File: config.mk
export PLATFORM = sky130hd
export DESIGN_NAME = countdown_timer_pool_top
export DESIGN_NICKNAME = d
export VERILOG_FILES = /design/src/design/ctp_pkg.sv /design/src/design/ctp_cell.sv /design/src/design/countdown_timer_pool_top.sv
export SDC_FILE = /design/constraint.sdc
export NUM_CORES = 1
export LEC_CHECK = 0
export ABC_AREA = 0
export BUFFER_PORTS_ARGS = -buffer_cell sky130_fd_sc_hd__buf_2
export CAP_MARGIN = 20
export CORE_AREA = 3 3 247 249
export CTS_BUF_LIST = sky130_fd_sc_hd__clkbuf_16
export DETAILED_ROUTE_END_ITERATION = 8
export DIE_AREA = 0 0 250 252
export GPL_TIMING_DRIVEN = 0
export PLACE_DENSITY_LB_ADDON = 0.3
export SKIP_LAST_GASP = 1
export SLEW_MARGIN = 5
export SYNTH_ARGS = -nofsm -noshare
export SYNTH_HDL_FRONTEND = slang
export SYNTH_HIERARCHICAL = 1
export SYNTH_SLANG_ARGS = --single-unit
File: constraint.sdc
create_clock -name clock -period 7.2 [get_ports clock]
set_input_delay 0.36 -clock clock [delete_from_list [all_inputs] [get_ports clock]]
set_output_delay 0.36 -clock clock [all_outputs]
set_load 0.05 [all_outputs]
File: src/design/ctp_pkg.sv
// shared types and codes for the countdown timer pool
package ctp_pkg;

   localparam int unsigned COUNT_W = 32;
   localparam int unsigned SLOT_W  = 8;
   localparam int unsigned GRANT_W = 3;

   typedef enum logic [2:0] {
      OP_ALLOC = 3'd0,
      OP_FREE  = 3'd1,
      OP_SET   = 3'd2,
      OP_QUERY = 3'd3,
      OP_CLEAR = 3'd4,
      OP_TICK  = 3'd5
   } op_type;

   typedef enum logic [1:0] {
      ST_OK        = 2'd0,
      ST_RANGE     = 2'd1,
      ST_NOT_ALLOC = 2'd2,
      ST_FULL      = 2'd3
   } status_type;

   typedef enum logic [1:0] {
      TS_IDLE    = 2'd0,
      TS_RUNNING = 2'd1,
      TS_FIRED   = 2'd2
   } tstate_type;

   // command broadcast to every cell
   typedef struct packed {
      logic               accept;
      op_type             op;
      logic [COUNT_W-1:0] load;
   } cell_cmd_type;

   // state reported by each cell
   typedef struct packed {
      logic in_use;
      logic running;
      logic zero;
      logic grant;
   } cell_stat_type;

endpackage

File: src/design/ctp_cell.sv
// one timer slot: allocation flags, countdown register and allocate chain link
module ctp_cell
   import ctp_pkg::*;
(
   input  logic          clock,
   input  logic          reset,
   input  cell_cmd_type  cmd,
   input  logic          sel,
   input  logic          alloc_pend_in,
   output logic          alloc_pend_out,
   output cell_stat_type stat
);

   logic               in_use_ff, in_use_in;
   logic               running_ff, running_in;
   logic [COUNT_W-1:0] remaining_ff, remaining_in;
   logic               grant;

   // allocate request passes on only while this slot and all lower slots are taken
   assign grant          = alloc_pend_in && !in_use_ff;
   assign alloc_pend_out = alloc_pend_in && in_use_ff;

   assign stat.in_use  = in_use_ff;
   assign stat.running = running_ff;
   assign stat.zero    = (remaining_ff == '0);
   assign stat.grant   = grant;

   always_comb begin
      in_use_in    = in_use_ff;
      running_in   = running_ff;
      remaining_in = remaining_ff;
      if (cmd.accept) begin
         unique case (cmd.op)
            OP_ALLOC: begin
               if (grant) begin
                  in_use_in  = 1'b1;
                  running_in = 1'b0;
               end
            end
            OP_FREE: begin
               if (sel) begin
                  in_use_in  = 1'b0;
                  running_in = 1'b0;
               end
            end
            OP_SET: begin
               if (sel && in_use_ff) begin
                  remaining_in = cmd.load;
                  running_in   = 1'b1;
               end
            end
            OP_CLEAR: begin
               if (sel && in_use_ff) begin
                  running_in = 1'b0;
               end
            end
            OP_TICK: begin
               if (remaining_ff != '0) begin
                  remaining_in = remaining_ff - COUNT_W'(1);
               end
            end
            default: begin
            end
         endcase
      end
   end

   always_ff @(posedge clock) begin
      if (reset) begin
         in_use_ff    <= 1'b0;
         running_ff   <= 1'b0;
         remaining_ff <= '0;
      end else begin
         in_use_ff    <= in_use_in;
         running_ff   <= running_in;
         remaining_ff <= remaining_in;
      end
   end

endmodule

File: src/design/countdown_timer_pool_top.sv
// countdown timer pool: row of slot cells, shared decode and registered result
//
//   channel  dir  handshake                   payload
//   req      in   req_tvalid / req_tready     tuser: op; tdata: slot, load_count
//   rsp      out  rsp_tvalid / rsp_tready     tdata: status, granted_slot,
//                                                    timer_state, tick_total
//
// one transaction per cycle while req_tready is high; its result appears in the output register on the next cycle
// the allocate priority chain through all NUM_TIMERS cells sets the longest path
// req_tready drops only while a result waits in the output register and rsp_tready is low
// synchronous reset frees every slot, stops all timers and zeroes the tick counter
module countdown_timer_pool_top
   import ctp_pkg::*;
#(
   parameter int unsigned NUM_TIMERS = 8
)
(
   input  logic        clock,
   input  logic        reset,
   input  logic        req_tvalid,
   output logic        req_tready,
   input  logic [2:0]  req_tuser,   // [2:0] op
   input  logic [39:0] req_tdata,   // [7:0] slot, [39:8] load_count
   output logic        rsp_tvalid,
   input  logic        rsp_tready,
   output logic [39:0] rsp_tdata    // [1:0] status, [4:2] granted_slot,
                                    // [6:5] timer_state, [38:7] tick_total, [39] zero
);

   logic                  accept;
   op_type                op;
   logic [SLOT_W-1:0]     slot;
   logic                  in_range;
   cell_cmd_type          cmd;
   logic [NUM_TIMERS-1:0] sel;
   logic [NUM_TIMERS:0]   pend;
   cell_stat_type         stat [NUM_TIMERS];
   logic [NUM_TIMERS-1:0] grant_vec;
   logic [NUM_TIMERS-1:0] in_use_vec;

   logic                  q_in_use, q_running, q_zero;
   logic [GRANT_W-1:0]    granted;
   status_type            status;
   tstate_type            tstate;

   logic [COUNT_W-1:0]    tick_ff, tick_in;
   logic                  rsp_tvalid_ff, rsp_tvalid_in;
   logic [39:0]           rsp_tdata_ff, rsp_tdata_in;

   assign req_tready = !rsp_tvalid_ff || rsp_tready;
   assign accept     = req_tvalid && req_tready;
   assign op         = op_type'(req_tuser);
   assign slot       = req_tdata[SLOT_W-1:0];
   assign in_range   = (slot < SLOT_W'(NUM_TIMERS));

   assign cmd.accept = accept;
   assign cmd.op     = op;
   assign cmd.load   = req_tdata[SLOT_W +: COUNT_W];

   assign pend[0] = 1'b1;

   for (genvar i = 0; i < NUM_TIMERS; i++) begin : g_cell
      assign sel[i]        = in_range && (slot == SLOT_W'(i));
      assign grant_vec[i]  = stat[i].grant;
      assign in_use_vec[i] = stat[i].in_use;

      ctp_cell u_cell (
         .clock          (clock),
         .reset          (reset),
         .cmd            (cmd),
         .sel            (sel[i]),
         .alloc_pend_in  (pend[i]),
         .alloc_pend_out (pend[i+1]),
         .stat           (stat[i])
      );
   end

   // selected slot flags and granted number, gathered over the row
   always_comb begin
      q_in_use  = 1'b0;
      q_running = 1'b0;
      q_zero    = 1'b0;
      granted   = '0;
      for (int i = 0; i < NUM_TIMERS; i++) begin
         q_in_use  = q_in_use  | (sel[i] & stat[i].in_use);
         q_running = q_running | (sel[i] & stat[i].running);
         q_zero    = q_zero    | (sel[i] & stat[i].zero);
         if (grant_vec[i]) begin
            granted = granted | GRANT_W'(i);
         end
      end
   end

   always_comb begin
      status  = ST_OK;
      tstate  = TS_IDLE;
      tick_in = tick_ff;
      unique case (op)
         OP_ALLOC: begin
            if (pend[NUM_TIMERS]) begin
               status = ST_FULL;
            end
         end
         OP_FREE: begin
            if (!in_range) begin
               status = ST_RANGE;
            end
         end
         OP_SET, OP_CLEAR: begin
            priority if (!in_range) begin
               status = ST_RANGE;
            end else if (!q_in_use) begin
               status = ST_NOT_ALLOC;
            end
         end
         OP_QUERY: begin
            priority if (!in_range) begin
               status = ST_RANGE;
            end else if (q_in_use && q_running) begin
               tstate = q_zero ? TS_FIRED : TS_RUNNING;
            end
         end
         OP_TICK: begin
            tick_in = tick_ff + COUNT_W'(1);
         end
         default: begin
         end
      endcase
   end

   always_comb begin
      rsp_tvalid_in = rsp_tvalid_ff;
      rsp_tdata_in  = rsp_tdata_ff;
      if (accept) begin
         rsp_tvalid_in = 1'b1;
         rsp_tdata_in  = {1'b0, tick_in, tstate,
                          (op == OP_ALLOC && !pend[NUM_TIMERS]) ? granted : GRANT_W'(0),
                          status};
      end else if (rsp_tready) begin
         rsp_tvalid_in = 1'b0;
      end
   end

   always_ff @(posedge clock) begin
      if (reset) begin
         rsp_tvalid_ff <= 1'b0;
         tick_ff       <= '0;
      end else begin
         rsp_tvalid_ff <= rsp_tvalid_in;
         if (accept) begin
            tick_ff <= tick_in;
         end
      end
   end

   always_ff @(posedge clock) begin
      rsp_tdata_ff <= rsp_tdata_in;
   end

   assign rsp_tvalid = rsp_tvalid_ff;
   assign rsp_tdata  = rsp_tdata_ff;

   a_one_grant: assert property (@(posedge clock) disable iff (reset)
      $onehot0(grant_vec))
      else $error("more than one cell claims the allocate");

   a_full_all_used: assert property (@(posedge clock) disable iff (reset)
      pend[NUM_TIMERS] |-> (&in_use_vec))
      else $error("pool reported full with a free slot");

   a_tick_step: assert property (@(posedge clock) disable iff (reset)
      (accept && op == OP_TICK) |=> (tick_ff == $past(tick_ff) + COUNT_W'(1)))
      else $error("tick counter did not advance on tick");

   a_tick_hold: assert property (@(posedge clock) disable iff (reset)
      (accept && op != OP_TICK) |=> $stable(tick_ff))
      else $error("tick counter moved without a tick");

   a_tick_reported: assert property (@(posedge clock) disable iff (reset)
      accept |=> (rsp_tvalid && rsp_tdata[38:7] == tick_ff))
      else $error("result tick_total differs from tick counter");

endmodule
==> flow_summary.json <==
{
  "status": "finished clean",
  "slew_viol_final": 0,
  "ant_nets": 0,
  "vias_per_cell": 6.430,
  "grt_antenna_before_repair": 5,
  "grt_pass1_vias": 22740,
  "setup.worst_path.end_class": "register",
  "io_buffer_count": 85,
  "grtUsageTotal_pct": 26.91,
  "netlist_area_um2": 23550,
  "cp.arrival_ps": 4090,
  "ctsHoldBuffers": 0,
  "fin_crit_sh_pct": 50.27,
  "crit_type": "reg -> reg",
  "vias": 25130,
  "tns_ps": 0,
  "gr-total-overflow": 0,
  "cp_slowest_cell": "buf_2",
  "drv_cap": 0,
  "tritoncts": "yes",
  "clockBufferDepth": 3,
  "core_area_um2": 58910,
  "post_cts_resized": 0,
  "dieArea_um2": 63000,
  "drt_iter0_markers": 3241,
  "rsz0062_at_grt": "no",
  "place_area_um2": 24990,
  "wl_per_cell_um": 22.88,
  "cellPowerDensity_nw_per_um2": 223.7,
  "skew_ps": 24.94,
  "postCtsSetupBuffers": 0,
  "path_cells": "nand2b_1 -> nand2_1 -> inv_2 -> buf_2 -> buf_12 -> and2_1 -> clkbuf_1 -> nand2_2 -> buf_4 -> o32ai_1",
  "drt_pass1_iterations": 6,
  "drive_above_1_share_pct": 14.16,
  "synth_cells": 2963,
  "hold_class": "in -> reg",
  "relSlewSlack_pct": 33.60,
  "place_congestion": 0.9809,
  "cts_sinks": 344,
  "synth_area_per_cell_um2": 7.948,
  "path_clk_slew_ps": 60,
  "root_buffer": "clkbuf_16",
  "worst_slack_ps": 3580,
  "clkLatencyLatePin_ps": 580,
  "critPathMaxStageDelay_ps": 700,
  "crit_required_ps": 7670,
  "fp.dieH_um": 252,
  "yosysWarnings": 6,
  "critPathBufInv": 5,
  "routed_wl_mm": 89.43,
  "period_needed_ps": 3620,
  "pre_cts_ws_ps": 3403,
  "grt_start_max_net_pins": 50,
  "ios": 89,
  "post-route-drc-count": 0,
  "leakage_uw": 0.009043,
  "worst-path-max-fanout": 38,
  "critPathLaunchType": "register",
  "htreeDepth": 2,
  "nets": 3151,
  "finalHoldViolations": 0,
  "synthToLayoutAreaGrowth_pct": 11.74,
  "grt_pass1_wl_mm": 134.8,
  "ir_worst_vdd_uv": 166.3,
  "dieWidth_um": 250,
  "cts_buffers": 42,
  "tightest_slew_ps": 996.0,
  "hpwlAfterDp_mm": 57.84,
  "rows": 89,
  "finalSetupViolCount": 0,
  "clock.fmax_mhz": 276.3,
  "initial_utilization_pct": 39.98,
  "final_area_um2": 26320,
  "crit_family": "buffers and inverters"
}
## power by group
part           internal (uW)  switching [uW]
logic                    583            1210
registers               1980            39.2
clock network           1170             898
## sequential cells by signal, summed over array words and instances, names as in the netlist
signal,count
g_cell.u_cell/running_ff,8
rsp_tdata,39
g_cell.u_cell/remaining_ff,256
rsp_tvalid,1
g_cell.u_cell/in_use_ff,8
tick_ff,32
## final timing paths
path	slack (ps)	start	end	cells past startpoint
worst max-delay path	3580	rsp_tvalid$_SDFFE_PP0P_	g_cell[0].u_cell/remaining_ff[22]$_SDFFE_PP0P_	10
worst min-delay path	70	req_tvalid	rsp_tvalid$_SDFFE_PP0P_	3
worst max register to register	3580	rsp_tvalid$_SDFFE_PP0P_	g_cell[0].u_cell/remaining_ff[22]$_SDFFE_PP0P_	10
worst min register to register	460	g_cell[3].u_cell/remaining_ff[13]$_SDFFE_PP0P_	g_cell[3].u_cell/remaining_ff[13]$_SDFFE_PP0P_	2
## metal layers
layer	up-vias	wire length, um	GRT usage (%)
met5	-	28	0
met4	4	5174	15.49
met3	280	11730	7.762
met2	1594	36920	38.96
met1	11740	35570	35.73
li1	11510	-	-
## worst min-delay path, stage by stage
cell     delay (ps)
buf_2           110
inv_1            60
a21oi_1          70
## layout by cell type (no fill, tap or decap), drive strengths merged, types with 49 or more instances in the layout
| cell type | instances |
|---|---|
| or4 | 51 |
| a21oi | 279 |
| dfxtp | 305 |
| a22oi | 49 |
| nor3 | 223 |
| or3 | 64 |
| o32ai | 132 |
| o31ai | 109 |
| nor2 | 236 |
| clkbuf | 191 |
| inv | 65 |
| o21ai | 53 |
| nand3 | 94 |
| nand2 | 309 |
| buf | 235 |
| nor4 | 60 |
| nand4 | 70 |
| a31oi | 76 |
## cell type report
type / instances / area, um2
clock buffer: 42 / 1051
timing repair buffer: 87 / 465.4
multi-input combinational: 2266 / 14400
inverter: 57 / 214.0
fill: 5937 / 32590
tap: 773 / 967.2
antenna: 7 / 17.52
buffer: 297 / 1665
clock inverter: 35 / 259.0
sequential: 344 / 7277
## through the flow
step,total power (uW),util (%),instances,hold WS (ps)
6_report,5888,44.67,3908,70.87
5_1_grt,6085,44.64,3901,62.55
4_1_cts,5859,44.64,3901,45.72
3_5_place_dp,3787,42.42,3824,453.3
3_3_place_gp,3792,42.35,3822,448.6
2_1_floorplan,3266,-,2964,434.3
Power figures use the tool's default switching activity.
